===== config.mk =====
export PLATFORM = sky130hd
export DESIGN_NAME = h264_length_prefix_to_start_code
export DESIGN_NICKNAME = d
export VERILOG_FILES = /design/src/rtl/core/h264lp_pkg.sv /design/src/rtl/core/h264lp_ram.sv /design/src/rtl/core/h264lp_front.sv /design/src/rtl/core/h264lp_cmd_fifo.sv /design/src/rtl/core/h264lp_back.sv /design/src/rtl/core/h264_length_prefix_to_start_code.sv
export SDC_FILE = /design/constraint.sdc
export NUM_CORES = 1
export LEC_CHECK = 0
export ABC_CLOCK_PERIOD_IN_PS = 11600
export BUFFER_PORTS_ARGS = -buffer_cell sky130_fd_sc_hd__buf_2
export CORE_MARGIN = 5
export CORE_UTILIZATION = 37
export DETAILED_ROUTE_END_ITERATION = 6
export PLACE_DENSITY_LB_ADDON = 0.08
export SYNTH_ARGS = -nofsm -noshare
export SYNTH_HDL_FRONTEND = slang
export SYNTH_SLANG_ARGS = --single-unit

===== constraint.sdc =====
create_clock -name clk -period 11.6 [get_ports clk]
set_input_delay 0.58 -clock clk [delete_from_list [all_inputs] [get_ports clk]]
set_output_delay 0.58 -clock clk [all_outputs]
set_load 0.01 [all_outputs]

===== src/rtl/core/h264lp_pkg.sv =====
// shared types and constants of the length-prefix to start-code converter
`timescale 1ns / 1ps
package h264lp_pkg;

	localparam int PS_BYTES = 56;
	localparam int PS_AW    = 6;
	localparam int FIFO_DEPTH = 4;
	localparam int FIFO_AW    = 2;

	// status codes of a result word
	localparam logic [1:0] ST_DATA      = 2'd0;
	localparam logic [1:0] ST_PKT_ERR   = 2'd1;
	localparam logic [1:0] ST_EXTRA_OK  = 2'd2;
	localparam logic [1:0] ST_EXTRA_ERR = 2'd3;

	localparam logic [4:0] NAL_TYPE_IDR = 5'd5;

	// sample stream phase
	typedef enum logic [1:0] {
		SP_LEN,
		SP_HEAD,
		SP_BODY,
		SP_DROP
	} sp_t;

	// extradata parser phase
	typedef enum logic [2:0] {
		EP_SKIP,
		EP_LSIZE,
		EP_SCOUNT,
		EP_ULHI,
		EP_ULLO,
		EP_UNIT,
		EP_PCOUNT,
		EP_TAIL
	} ep_t;

	// output sequencer phase
	typedef enum logic [1:0] {
		BK_PS,
		BK_SC,
		BK_ITEM
	} bk_t;

	// one job for the output sequencer: stored sets, start code, final word
	typedef struct packed {
		logic [PS_AW-1:0] ps_cnt;
		logic             start;
		logic             first;
		logic             has_item;
		logic [7:0]       data;
		logic [1:0]       status;
		logic             sps_missing;
		logic             pps_missing;
		logic [2:0]       lfb;
		logic             packet_end;
	} cmd_t;

endpackage


===== src/rtl/core/h264lp_ram.sv =====
// generic single write port ram with registered read
`timescale 1ns / 1ps
module h264lp_ram #(
	parameter int WIDTH = 8,
	parameter int DEPTH = 56
) (
	input  logic                     clk,
	input  logic                     we,
	input  logic [$clog2(DEPTH)-1:0] waddr,
	input  logic [WIDTH-1:0]         wdata,
	input  logic                     re,
	input  logic [$clog2(DEPTH)-1:0] raddr,
	output logic [WIDTH-1:0]         rdata
);
	logic [WIDTH-1:0] mem_q [DEPTH];

	// write port
	always_ff @(posedge clk) begin
		if (we) begin
			mem_q[waddr] <= wdata;
		end
	end

	// registered read port
	always_ff @(posedge clk) begin
		if (re) begin
			rdata <= mem_q[raddr];
		end
	end
endmodule


===== src/rtl/core/h264lp_front.sv =====
// input parser: sample length framing, extradata parsing, job generation
`timescale 1ns / 1ps
module h264lp_front (
	input  logic                        clk,
	input  logic                        arst_n,
	input  logic                        s_tvalid,
	output logic                        s_tready,
	input  logic [7:0]                  s_tdata,
	input  logic                        s_tuser,
	input  logic                        s_tlast,
	input  logic                        store_quiet,
	input  logic                        fifo_full,
	output logic                        push,
	output h264lp_pkg::cmd_t            push_cmd,
	output logic                        ram_we,
	output logic [h264lp_pkg::PS_AW-1:0] ram_waddr,
	output logic [7:0]                  ram_wdata
);
	import h264lp_pkg::*;

	sp_t              sp_q, sp_d;
	logic [23:0]      len_q, len_d;
	logic [1:0]       lbs_q, lbs_d;
	logic [30:0]      rem_q, rem_d;
	logic             first_q, first_d;
	logic [PS_AW-1:0] fill_q, fill_d;
	ep_t              ep_q, ep_d;
	logic [1:0]       eidx_q, eidx_d;
	logic [7:0]       units_q, units_d;
	logic [15:0]      ubl_q, ubl_d;
	logic             inpps_q, inpps_d;
	logic             sps_q, sps_d;
	logic             pps_q, pps_d;
	logic             eerr_q, eerr_d;
	logic [2:0]       lsize_q, lsize_d;
	logic [2:0]       pfx_cnt_q, pfx_cnt_d;
	logic [PS_AW-1:0] pfx_addr_q, pfx_addr_d;
	logic             accept;

	// prefix writes hold the input; extradata waits for the store to go quiet
	assign s_tready = !fifo_full && (pfx_cnt_q == 3'd0) && (!s_tuser || store_quiet);
	assign accept   = s_tvalid && s_tready;

	// next state and job generation
	always_comb begin
		logic [31:0] new_len;
		logic [16:0] need;
		logic        udone;
		cmd_t        c;
		sp_d       = sp_q;
		len_d      = len_q;
		lbs_d      = lbs_q;
		rem_d      = rem_q;
		first_d    = first_q;
		fill_d     = fill_q;
		ep_d       = ep_q;
		eidx_d     = eidx_q;
		units_d    = units_q;
		ubl_d      = ubl_q;
		inpps_d    = inpps_q;
		sps_d      = sps_q;
		pps_d      = pps_q;
		eerr_d     = eerr_q;
		lsize_d    = lsize_q;
		pfx_cnt_d  = pfx_cnt_q;
		pfx_addr_d = pfx_addr_q;
		push       = 1'b0;
		c          = '0;
		ram_we     = 1'b0;
		ram_waddr  = pfx_addr_q;
		ram_wdata  = 8'd0;
		new_len    = {len_q, s_tdata};
		need       = 17'd0;
		udone      = 1'b0;

		// pending start-code prefix of a stored unit
		if (pfx_cnt_q != 3'd0) begin
			ram_we     = 1'b1;
			ram_waddr  = pfx_addr_q;
			ram_wdata  = (pfx_cnt_q == 3'd1) ? 8'd1 : 8'd0;
			pfx_cnt_d  = pfx_cnt_q - 3'd1;
			pfx_addr_d = pfx_addr_q + PS_AW'(1);
		end

		if (accept && s_tuser) begin
			// extradata word
			if (ep_q == EP_SKIP && eidx_q == 2'd0) begin
				fill_d  = '0;
				sps_d   = 1'b0;
				pps_d   = 1'b0;
				inpps_d = 1'b0;
				eerr_d  = 1'b0;
			end
			if (!eerr_d) begin
				unique case (ep_q)
					EP_SKIP: begin
						if (eidx_q == 2'd3) begin
							eidx_d = 2'd0;
							ep_d   = EP_LSIZE;
						end else begin
							eidx_d = eidx_q + 2'd1;
						end
					end
					EP_LSIZE: begin
						lsize_d = {1'b0, s_tdata[1:0]} + 3'd1;
						ep_d    = EP_SCOUNT;
					end
					EP_SCOUNT: begin
						units_d = {3'd0, s_tdata[4:0]};
						if (s_tdata[4:0] != 5'd0) begin
							sps_d = 1'b1;
							ep_d  = EP_ULHI;
						end else begin
							inpps_d = 1'b1;
							ep_d    = EP_PCOUNT;
						end
					end
					EP_ULHI: begin
						ubl_d = {s_tdata, 8'd0};
						ep_d  = EP_ULLO;
					end
					EP_ULLO: begin
						ubl_d = {ubl_q[15:8], s_tdata};
						need  = 17'(fill_d) + 17'd4 + 17'(ubl_d);
						if (need > 17'(PS_BYTES)) begin
							eerr_d = 1'b1;
						end else begin
							pfx_cnt_d  = 3'd4;
							pfx_addr_d = fill_d;
							fill_d     = fill_d + PS_AW'(4);
							if (ubl_d == 16'd0) begin
								udone = 1'b1;
							end else begin
								ep_d = EP_UNIT;
							end
						end
					end
					EP_UNIT: begin
						ram_we    = 1'b1;
						ram_waddr = fill_d;
						ram_wdata = s_tdata;
						fill_d    = fill_d + PS_AW'(1);
						ubl_d     = ubl_q - 16'd1;
						if (ubl_d == 16'd0) begin
							udone = 1'b1;
						end
					end
					EP_PCOUNT: begin
						units_d = s_tdata;
						if (s_tdata != 8'd0) begin
							pps_d = 1'b1;
							ep_d  = EP_ULHI;
						end else begin
							ep_d = EP_TAIL;
						end
					end
					EP_TAIL: begin
						ep_d = EP_TAIL;
					end
					default: begin
						ep_d = EP_TAIL;
					end
				endcase
				// end of one stored unit
				if (udone) begin
					units_d = units_q - 8'd1;
					if (units_d != 8'd0) begin
						ep_d = EP_ULHI;
					end else if (!inpps_d) begin
						inpps_d = 1'b1;
						ep_d    = EP_PCOUNT;
					end else begin
						ep_d = EP_TAIL;
					end
				end
			end
			// record closes with one status word
			if (s_tlast) begin
				push       = 1'b1;
				c.has_item = 1'b1;
				if (!eerr_d && ep_d == EP_TAIL) begin
					c.status      = ST_EXTRA_OK;
					c.sps_missing = !sps_d;
					c.pps_missing = !pps_d;
					c.lfb         = lsize_d;
				end else begin
					c.status = ST_EXTRA_ERR;
					fill_d   = '0;
				end
				ep_d   = EP_SKIP;
				eidx_d = 2'd0;
				eerr_d = 1'b0;
			end
		end else if (accept) begin
			// sample word
			unique case (sp_q)
				SP_LEN: begin
					if (lbs_q != 2'd3) begin
						len_d = new_len[23:0];
						lbs_d = lbs_q + 2'd1;
						if (s_tlast) begin
							push       = 1'b1;
							c.has_item = 1'b1;
							c.status   = ST_PKT_ERR;
						end
					end else begin
						lbs_d = 2'd0;
						len_d = '0;
						rem_d = new_len[30:0];
						if (new_len[31]) begin
							push       = 1'b1;
							c.has_item = 1'b1;
							c.status   = ST_PKT_ERR;
							if (!s_tlast) begin
								sp_d = SP_DROP;
							end
						end else if (new_len == 32'd0) begin
							push    = 1'b1;
							c.start = 1'b1;
							c.first = first_q;
							first_d = 1'b0;
						end else if (s_tlast) begin
							push       = 1'b1;
							c.has_item = 1'b1;
							c.status   = ST_PKT_ERR;
						end else begin
							sp_d = SP_HEAD;
						end
					end
				end
				SP_HEAD, SP_BODY: begin
					push       = 1'b1;
					c.has_item = 1'b1;
					if (s_tlast && rem_q > 31'd1) begin
						c.status = ST_PKT_ERR;
					end else begin
						c.data = s_tdata;
						if (sp_q == SP_HEAD) begin
							c.start = 1'b1;
							c.first = first_q;
							first_d = 1'b0;
							if (s_tdata[4:0] == NAL_TYPE_IDR) begin
								c.ps_cnt = fill_q;
							end
						end
						rem_d = rem_q - 31'd1;
						sp_d  = (rem_d == 31'd0) ? SP_LEN : SP_BODY;
					end
				end
				SP_DROP: begin
					sp_d = SP_DROP;
				end
				default: begin
					sp_d = SP_LEN;
				end
			endcase
			// a packet error word always closes the packet, even before its last byte
			c.packet_end = s_tlast || (c.status == ST_PKT_ERR);
			// packet boundary restarts framing
			if (s_tlast) begin
				sp_d    = SP_LEN;
				len_d   = '0;
				lbs_d   = 2'd0;
				rem_d   = '0;
				first_d = 1'b1;
			end
		end
		push_cmd = c;
	end

	// state registers
	always_ff @(posedge clk or negedge arst_n) begin
		if (!arst_n) begin
			sp_q       <= SP_LEN;
			len_q      <= '0;
			lbs_q      <= '0;
			rem_q      <= '0;
			first_q    <= 1'b1;
			fill_q     <= '0;
			ep_q       <= EP_SKIP;
			eidx_q     <= '0;
			units_q    <= '0;
			ubl_q      <= '0;
			inpps_q    <= 1'b0;
			sps_q      <= 1'b0;
			pps_q      <= 1'b0;
			eerr_q     <= 1'b0;
			lsize_q    <= 3'd4;
			pfx_cnt_q  <= '0;
			pfx_addr_q <= '0;
		end else begin
			sp_q       <= sp_d;
			len_q      <= len_d;
			lbs_q      <= lbs_d;
			rem_q      <= rem_d;
			first_q    <= first_d;
			fill_q     <= fill_d;
			ep_q       <= ep_d;
			eidx_q     <= eidx_d;
			units_q    <= units_d;
			ubl_q      <= ubl_d;
			inpps_q    <= inpps_d;
			sps_q      <= sps_d;
			pps_q      <= pps_d;
			eerr_q     <= eerr_d;
			lsize_q    <= lsize_d;
			pfx_cnt_q  <= pfx_cnt_d;
			pfx_addr_q <= pfx_addr_d;
		end
	end

	// store stays in bounds, prefix writing holds the input, and set insertion comes with a start code
	assert property (@(posedge clk) disable iff (!arst_n)
		ram_we |-> (ram_waddr < PS_AW'(PS_BYTES)))
		else $error("store write out of range");
	assert property (@(posedge clk) disable iff (!arst_n)
		(pfx_cnt_q != 3'd0) |-> !s_tready)
		else $error("input taken during prefix write");
	assert property (@(posedge clk) disable iff (!arst_n)
		(push && push_cmd.ps_cnt != '0) |-> (push_cmd.start && !s_tuser))
		else $error("set insertion without start code");
endmodule


===== src/rtl/core/h264lp_cmd_fifo.sv =====
// short job queue between parser and output sequencer
`timescale 1ns / 1ps
module h264lp_cmd_fifo (
	input  logic             clk,
	input  logic             arst_n,
	input  logic             push,
	input  h264lp_pkg::cmd_t push_cmd,
	input  logic             pop,
	output h264lp_pkg::cmd_t head,
	output logic             empty,
	output logic             full
);
	import h264lp_pkg::*;

	cmd_t               slot_q [FIFO_DEPTH];
	logic [FIFO_AW-1:0] wptr_q, rptr_q;
	logic [FIFO_AW:0]   cnt_q;

	assign empty = (cnt_q == '0);
	assign full  = (cnt_q == (FIFO_AW+1)'(FIFO_DEPTH));
	assign head  = slot_q[rptr_q];

	// slot storage
	always_ff @(posedge clk) begin
		if (push) begin
			slot_q[wptr_q] <= push_cmd;
		end
	end

	// pointers and fill count
	always_ff @(posedge clk or negedge arst_n) begin
		if (!arst_n) begin
			wptr_q <= '0;
			rptr_q <= '0;
			cnt_q  <= '0;
		end else begin
			if (push) begin
				wptr_q <= wptr_q + FIFO_AW'(1);
			end
			if (pop) begin
				rptr_q <= rptr_q + FIFO_AW'(1);
			end
			cnt_q <= cnt_q + (FIFO_AW+1)'(push) - (FIFO_AW+1)'(pop);
		end
	end
endmodule


===== src/rtl/core/h264lp_back.sv =====
// output sequencer: stored sets, start code and final word of each job
`timescale 1ns / 1ps
module h264lp_back (
	input  logic                         clk,
	input  logic                         arst_n,
	input  h264lp_pkg::cmd_t             cmd,
	input  logic                         cmd_valid,
	output logic                         pop,
	output logic                         busy,
	output logic                         ram_re,
	output logic [h264lp_pkg::PS_AW-1:0] ram_raddr,
	input  logic [7:0]                   ram_rdata,
	output logic                         m_tvalid,
	input  logic                         m_tready,
	output logic [15:0]                  m_tdata, // out_byte, sps_missing, pps_missing, length_field_bytes, run_last, zero pad
	output logic [1:0]                   m_tuser, // status
	output logic                         m_tlast  // packet_end
);
	import h264lp_pkg::*;

	cmd_t             cur_q;
	logic             busy_q, busy_d;
	bk_t              ph_q, ph_d;
	logic [PS_AW-1:0] idx_q, idx_d;
	logic             advance, cur_last, produce;

	logic             valid_s2, from_ps_s2, rl_s2, pe_s2, sm_s2, pm_s2;
	logic [7:0]       byte_s2, byte_o;
	logic [1:0]       st_s2, st_o;
	logic [2:0]       lfb_s2, lfb_o;
	logic             sm_o, pm_o, from_ps_o;

	assign advance = !valid_s2 || m_tready;
	assign produce = busy_q && advance;
	assign busy    = busy_q;

	// last word of the current job
	always_comb begin
		unique case (ph_q)
			BK_PS:   cur_last = (idx_q == cur_q.ps_cnt - PS_AW'(1)) && !cur_q.start
			                    && !cur_q.has_item;
			BK_SC:   cur_last = (idx_q == PS_AW'(3)) && !cur_q.has_item;
			BK_ITEM: cur_last = 1'b1;
			default: cur_last = 1'b1;
		endcase
	end

	assign pop = cmd_valid && (!busy_q || (produce && cur_last));

	// next state
	always_comb begin
		busy_d = busy_q;
		ph_d   = ph_q;
		idx_d  = idx_q;
		if (pop) begin
			busy_d = 1'b1;
			idx_d  = '0;
			if (cmd.ps_cnt != '0) begin
				ph_d = BK_PS;
			end else if (cmd.start) begin
				ph_d  = BK_SC;
				idx_d = cmd.first ? PS_AW'(0) : PS_AW'(1);
			end else begin
				ph_d = BK_ITEM;
			end
		end else if (produce && cur_last) begin
			busy_d = 1'b0;
		end else if (produce) begin
			unique case (ph_q)
				BK_PS: begin
					if (idx_q == cur_q.ps_cnt - PS_AW'(1)) begin
						if (cur_q.start) begin
							ph_d  = BK_SC;
							idx_d = cur_q.first ? PS_AW'(0) : PS_AW'(1);
						end else begin
							ph_d = BK_ITEM;
						end
					end else begin
						idx_d = idx_q + PS_AW'(1);
					end
				end
				BK_SC: begin
					if (idx_q == PS_AW'(3)) begin
						ph_d = BK_ITEM;
					end else begin
						idx_d = idx_q + PS_AW'(1);
					end
				end
				default: begin
					ph_d = BK_ITEM;
				end
			endcase
		end
	end

	// word built for the current phase
	always_comb begin
		byte_o    = 8'd0;
		st_o      = ST_DATA;
		sm_o      = 1'b0;
		pm_o      = 1'b0;
		lfb_o     = 3'd0;
		from_ps_o = 1'b0;
		ram_re    = produce && (ph_q == BK_PS);
		ram_raddr = idx_q;
		unique case (ph_q)
			BK_PS: begin
				from_ps_o = 1'b1;
			end
			BK_SC: begin
				byte_o = (idx_q == PS_AW'(3)) ? 8'd1 : 8'd0;
			end
			BK_ITEM: begin
				byte_o = cur_q.data;
				st_o   = cur_q.status;
				sm_o   = cur_q.sps_missing;
				pm_o   = cur_q.pps_missing;
				lfb_o  = cur_q.lfb;
			end
			default: begin
				byte_o = 8'd0;
			end
		endcase
	end

	// sequencer registers
	always_ff @(posedge clk or negedge arst_n) begin
		if (!arst_n) begin
			busy_q <= 1'b0;
			ph_q   <= BK_ITEM;
			idx_q  <= '0;
		end else begin
			busy_q <= busy_d;
			ph_q   <= ph_d;
			idx_q  <= idx_d;
		end
	end

	// current job
	always_ff @(posedge clk) begin
		if (pop) begin
			cur_q <= cmd;
		end
	end

	// output word valid
	always_ff @(posedge clk or negedge arst_n) begin
		if (!arst_n) begin
			valid_s2 <= 1'b0;
		end else if (advance) begin
			valid_s2 <= busy_q;
		end
	end

	// output word payload
	always_ff @(posedge clk) begin
		if (produce) begin
			byte_s2    <= byte_o;
			from_ps_s2 <= from_ps_o;
			st_s2      <= st_o;
			sm_s2      <= sm_o;
			pm_s2      <= pm_o;
			lfb_s2     <= lfb_o;
			rl_s2      <= cur_last;
			pe_s2      <= cur_last && cur_q.packet_end;
		end
	end

	assign m_tvalid = valid_s2;
	assign m_tdata  = {2'b00, rl_s2, lfb_s2, pm_s2, sm_s2,
	                   from_ps_s2 ? ram_rdata : byte_s2};
	assign m_tuser  = st_s2;
	assign m_tlast  = pe_s2;

	// sequencing checks
	assert property (@(posedge clk) disable iff (!arst_n)
		(busy_q && ph_q == BK_PS) |-> (idx_q < cur_q.ps_cnt))
		else $error("store read past job count");
	assert property (@(posedge clk) disable iff (!arst_n)
		(pop && busy_q) |-> (produce && cur_last))
		else $error("job replaced before finished");
	assert property (@(posedge clk) disable iff (!arst_n)
		(valid_s2 && !m_tready) |=> ($stable(byte_s2) && !$past(ram_re)))
		else $error("stalled word disturbed");
	assert property (@(posedge clk) disable iff (!arst_n)
		(m_tvalid && m_tlast) |-> m_tdata[13])
		else $error("packet end without run end");
endmodule


===== src/rtl/core/h264_length_prefix_to_start_code.sv =====
// top level of the length-prefix to start-code converter
`timescale 1ns / 1ps
// Converts H.264 length-prefixed samples (s_tuser = 0) and their extradata
// record (s_tuser = 1) to start-code form, one byte per word in and out.
// Sample words are taken one per cycle while the four-entry job queue has
// room. Each input word yields zero or more output words, emitted one per
// cycle while m_tready is high; an IDR NAL header word yields up to the stored
// parameter-set bytes plus a start code plus itself, so once the job queue is
// full the input stalls while they are emitted. After the second length byte
// of each stored unit the input is held while the 00 00 00 01 prefix is written
// to the parameter-set memory, and extradata words are held off until the
// queue is empty and the sequencer idle, since the parameter-set memory is
// shared between record parsing and insertion.
module h264_length_prefix_to_start_code (
	input  logic        clk,
	input  logic        arst_n,
	input  logic        s_tvalid,
	output logic        s_tready,
	input  logic [7:0]  s_tdata, // data_byte
	input  logic        s_tuser, // command
	input  logic        s_tlast,
	output logic        m_tvalid,
	input  logic        m_tready,
	output logic [15:0] m_tdata, // out_byte, sps_missing, pps_missing, length_field_bytes, run_last, zero pad
	output logic [1:0]  m_tuser, // status
	output logic        m_tlast  // packet_end
);
	import h264lp_pkg::*;

	cmd_t             push_cmd, head;
	logic             push, pop, empty, full, busy, store_quiet;
	logic             ram_we, ram_re;
	logic [PS_AW-1:0] ram_waddr, ram_raddr;
	logic [7:0]       ram_wdata, ram_rdata;

	assign store_quiet = empty && !busy;

	// parser
	h264lp_front u_front (
		.clk         (clk),
		.arst_n      (arst_n),
		.s_tvalid    (s_tvalid),
		.s_tready    (s_tready),
		.s_tdata     (s_tdata),
		.s_tuser     (s_tuser),
		.s_tlast     (s_tlast),
		.store_quiet (store_quiet),
		.fifo_full   (full),
		.push        (push),
		.push_cmd    (push_cmd),
		.ram_we      (ram_we),
		.ram_waddr   (ram_waddr),
		.ram_wdata   (ram_wdata)
	);

	// job queue
	h264lp_cmd_fifo u_fifo (
		.clk      (clk),
		.arst_n   (arst_n),
		.push     (push),
		.push_cmd (push_cmd),
		.pop      (pop),
		.head     (head),
		.empty    (empty),
		.full     (full)
	);

	// parameter-set store
	h264lp_ram #(
		.WIDTH (8),
		.DEPTH (PS_BYTES)
	) u_ps_ram (
		.clk   (clk),
		.we    (ram_we),
		.waddr (ram_waddr),
		.wdata (ram_wdata),
		.re    (ram_re),
		.raddr (ram_raddr),
		.rdata (ram_rdata)
	);

	// output sequencer
	h264lp_back u_back (
		.clk       (clk),
		.arst_n    (arst_n),
		.cmd       (head),
		.cmd_valid (!empty),
		.pop       (pop),
		.busy      (busy),
		.ram_re    (ram_re),
		.ram_raddr (ram_raddr),
		.ram_rdata (ram_rdata),
		.m_tvalid  (m_tvalid),
		.m_tready  (m_tready),
		.m_tdata   (m_tdata),
		.m_tuser   (m_tuser),
		.m_tlast   (m_tlast)
	);
endmodule


==> metrics.yaml <==
synth-edff-count: 599
critical-path-max-stage-delay_ps: 550
critPathBufInv: 0
clock_latency_ps: 630
hold_violations: 0
fin_tns_setup_ps: 0
p_seq_share_pct: 42.7
io_pins: 35
p_int_mw: 5.26
path_delay_family: "simple AND/OR/NAND/NOR gates"
grt_pass1_wl_um: 126000
ys_ff_latch: 727
drive_above_1_share_pct: 18.8
power_density_nw_per_um2: 209
ir_drop_mv: 0.212
cts_tree: "built"
routed-via-count: 18621
coreArea_um2: 86500
routed_wl_um: 84000
grt_max_degree: 71
hp-class: "input port to flip-flop"
die_width_um: 305
async_flop_share_pct: 17.6
area_delta_synth_final_pct: 12.7
netlist_instances: 2141
die_h_um: 305
clockPowerShare_pct: 34.1
dp_cells: 3235
clock_sinks: 727
p_switching_mw: 2.33
slowest_stage: "a2111oi_2"
rows: 108
ys.flop_type: "edfxtp_1"
fmax_mhz: 183
drc: 0
end_kind: "flip-flop"
critPathMaxFanout: 23
cap_violations: 0
setup_viol: 0
numPortBuffers: 32
viasPerCell: 5.49
path_class: "flip-flop to flip-flop"
cts_buffer_depth: 3
nNetsFinal: 2223
antenna_found_initial: 3
syn_avg_cell_area_um2: 15.0
post-route-period-util_pct: 47.0
tightest_slew_ps: 1310
fin_area_um2: 36300
fp.dieArea_um2: 92900
drtAntennaViolNets: 0
crit_path_cell_trace: "nor2_1, nand3b_1, nand2_1, nor2_1, and2_1, ha_1, a21oi_1, nand2_1, o21ai_1, mux2_2, nor4b_4, a32o_2, and2_2, o221ai_2, a2111oi_2"
gp_congestion: 0.813
finClkSkew_ps: 27.5
required_ps: 11960
status: "finished, final reports clean"
clock_tree.root_cell: "clkbuf_16"
period_minus_slack_ps: 5450
crit_arrival_ps: 5810
p_leak_nw: 12.9
placed_area_um2: 33500
clk_pin_slew_worst_paths_ps: 60
final-max-slew-violation-count: 0
sw_frac_of_total_pct: 30.7
grt_overflow: 0
pwr-share-comb_pct: 23.2
grt.total_usage_pct: 17.8
post_synth_num_cell_types: 87
initial_core_util_pct: 37.2
firstDrtPassIters: 5
rsz0062_at_grt: "false"
post_drt_wl_per_cell_um: 24.8
ys.warnings.count: 0
start_kind: "flip-flop"
first_global_vias: 19144
ys_seq_area_share_pct: 65.9
numCtsBuffers: 83
place_hpwl_um: 52900
cts_max_level: 3
first_iter_violations: 1398
instances_no_fill: 3391
post_cts_resized: 0
syn_area_um2: 32200
relSlewSlack_pct: 12.6
[what timing repair did]
item	CTS	global route
hold endpoints to repair	6	0
hold buffers	1	0
setup buffers	0	0
[cell usage in the layout, fill, tap and decap left out, types with 31 or more instances in the layout]
master     synthesis  layout
a21oi_1           92      91
and3_1            37      31
buf_2             24      31
clkbuf_16          0      83
dfrtp_1          125     121
edfxtp_1         599     599
ha_1              41      41
inv_1             48      48
mux4_2           169     169
nand2_1          147     147
nor2_1           162     161
nor3_1            49      49
o21ai_0          152     152
[power groups by stage]
| stage | Clock, mW | Sequential, mW | Combinational (mW) |
|---|---|---|---|
| after floorplan | 0 | 3.18 | 1.30 |
| after CTS | 2.66 | 3.24 | 1.79 |
| final | 2.59 | 3.24 | 1.76 |
| after detailed placement | 0 | 3.29 | 1.79 |
| after global placement | 0 | 3.29 | 1.78 |
| after global routing | 2.76 | 3.27 | 1.93 |
[cell usage after synthesis, drive strengths merged (15+ instances only)]
| cell type | number | area share [%] |
|---|---|---|
| mux4 | 169 | 12 |
| dfrtp | 125 | 9.7 |
| nor2 | 163 | 1.9 |
| o21ai | 159 | 2.5 |
| nor3 | 51 | 0.82 |
| and3 | 37 | 0.72 |
| xnor2 | 21 | 0.57 |
| a21oi | 92 | 1.4 |
| clkbuf | 82 | 0.96 |
| nand2 | 147 | 1.7 |
| a31oi | 21 | 0.41 |
| nand4 | 17 | 0.33 |
| ha | 41 | 1.6 |
| nand2b | 19 | 0.37 |
| nand3 | 27 | 0.44 |
| a22o | 15 | 0.41 |
| and2 | 36 | 0.70 |
| inv | 49 | 0.57 |
| edfxtp | 599 | 56 |
| buf | 40 | 0.65 |
| nor4 | 29 | 0.72 |
| mux2 | 20 | 0.70 |
[cells by family after synthesis]
logic type / count (synthesis) / synth area share [%]
xor+xnor: 34 / 0.926
flops: 727 / 65.9
buf+inv: 172 / 2.19
simple gates: 578 / 9.05
compound gates: 384 / 7.28
other cells: 1 / 0.0117
mux: 202 / 12.9
fa+ha+maj: 43 / 1.72
[metal layers]
| metal | track usage, % | up-vias | share of wire, % |
|---|---|---|---|
| met1 | 25.3 | 9640 | 45 |
| met4 | 4.51 | 0 | 2.3 |
| met5 | 0 | - | 0 |
| li1 | - | 8403 | - |
| met3 | 3.28 | 131 | 5.6 |
| met2 | 28.4 | 447 | 47 |
[worst register-to-register path: stages, from the launching register on]
cell and delay [ps]:
dfrtp_1 510, nor2_1 330, nand3b_1 500, nand2_1 360, nor2_1 100, and2_1 190, ha_1 340, a21oi_1 180
nand2_1 90, o21ai_1 240, mux2_2 410, nor4b_4 280, a32o_2 510, and2_2 260, o221ai_2 310, a2111oi_2 560
[final timing paths]
check                           slack [ps]  cells after the start                    to                from
worst max-delay path                  6150                     15   u_fifo.slot_q[2][5]     u_front.ep_q[1]
worst min-delay path                   380                      2  u_fifo.slot_q[2][24]             s_tuser
worst max register to register        6150                     15   u_fifo.slot_q[2][5]     u_front.ep_q[1]
worst min register to register         500                      2    u_front.lsize_q[0]  u_front.lsize_q[0]
max in group asynchronous             9680                      3      u_front.ubl_q[1]              arst_n
min in group asynchronous              530                      2      u_fifo.rptr_q[0]              arst_n
[area by class of cell]
type / instances / area, µm²
Timing Repair Buffer: 61 / 387
Inverter: 50 / 188
Multi-Input combinational cell: 1243 / 10300
Antenna cell: 1 / 2.50
Clock buffer: 98 / 2140
Sequential cell: 727 / 21200
Clock inverter: 56 / 559
Fill cell: 7917 / 50200
Tap cell: 1155 / 1450
[state kept, by name, summed over array words and instances, names as in the netlist, 3 cells and up]
signal	flops
u_ps_ram.mem_q	448
u_fifo.slot_q	100
u_front.rem_q	31
u_back.cur_q	25
u_front.len_q	24
u_front.ubl_q	16
u_back.byte_s2	8
u_front.units_q	8
u_ps_ram.rdata	8
u_back.ram_raddr	6
u_front.fill_q	6
u_front.pfx_addr_q	6
u_back.lfb_s2	3
u_fifo.cnt_q	3
u_front.ep_q	3
u_front.lsize_q	3
u_front.pfx_cnt_q	3
[metrics by stage]
stage          setup WS (ps)  total power, mW  hold WS [ps]  utilization (%)
2_1_floorplan           7460             4.49           284                -
3_5_place_dp            6170             5.08           489             38.8
5_1_grt                 5690             7.96           375             41.9
4_1_cts                 6150             7.69           340             41.9
6_report                6150             7.59           381             41.9
3_3_place_gp            6390             5.07           470             38.8
Power figures use the tool's default switching activity.
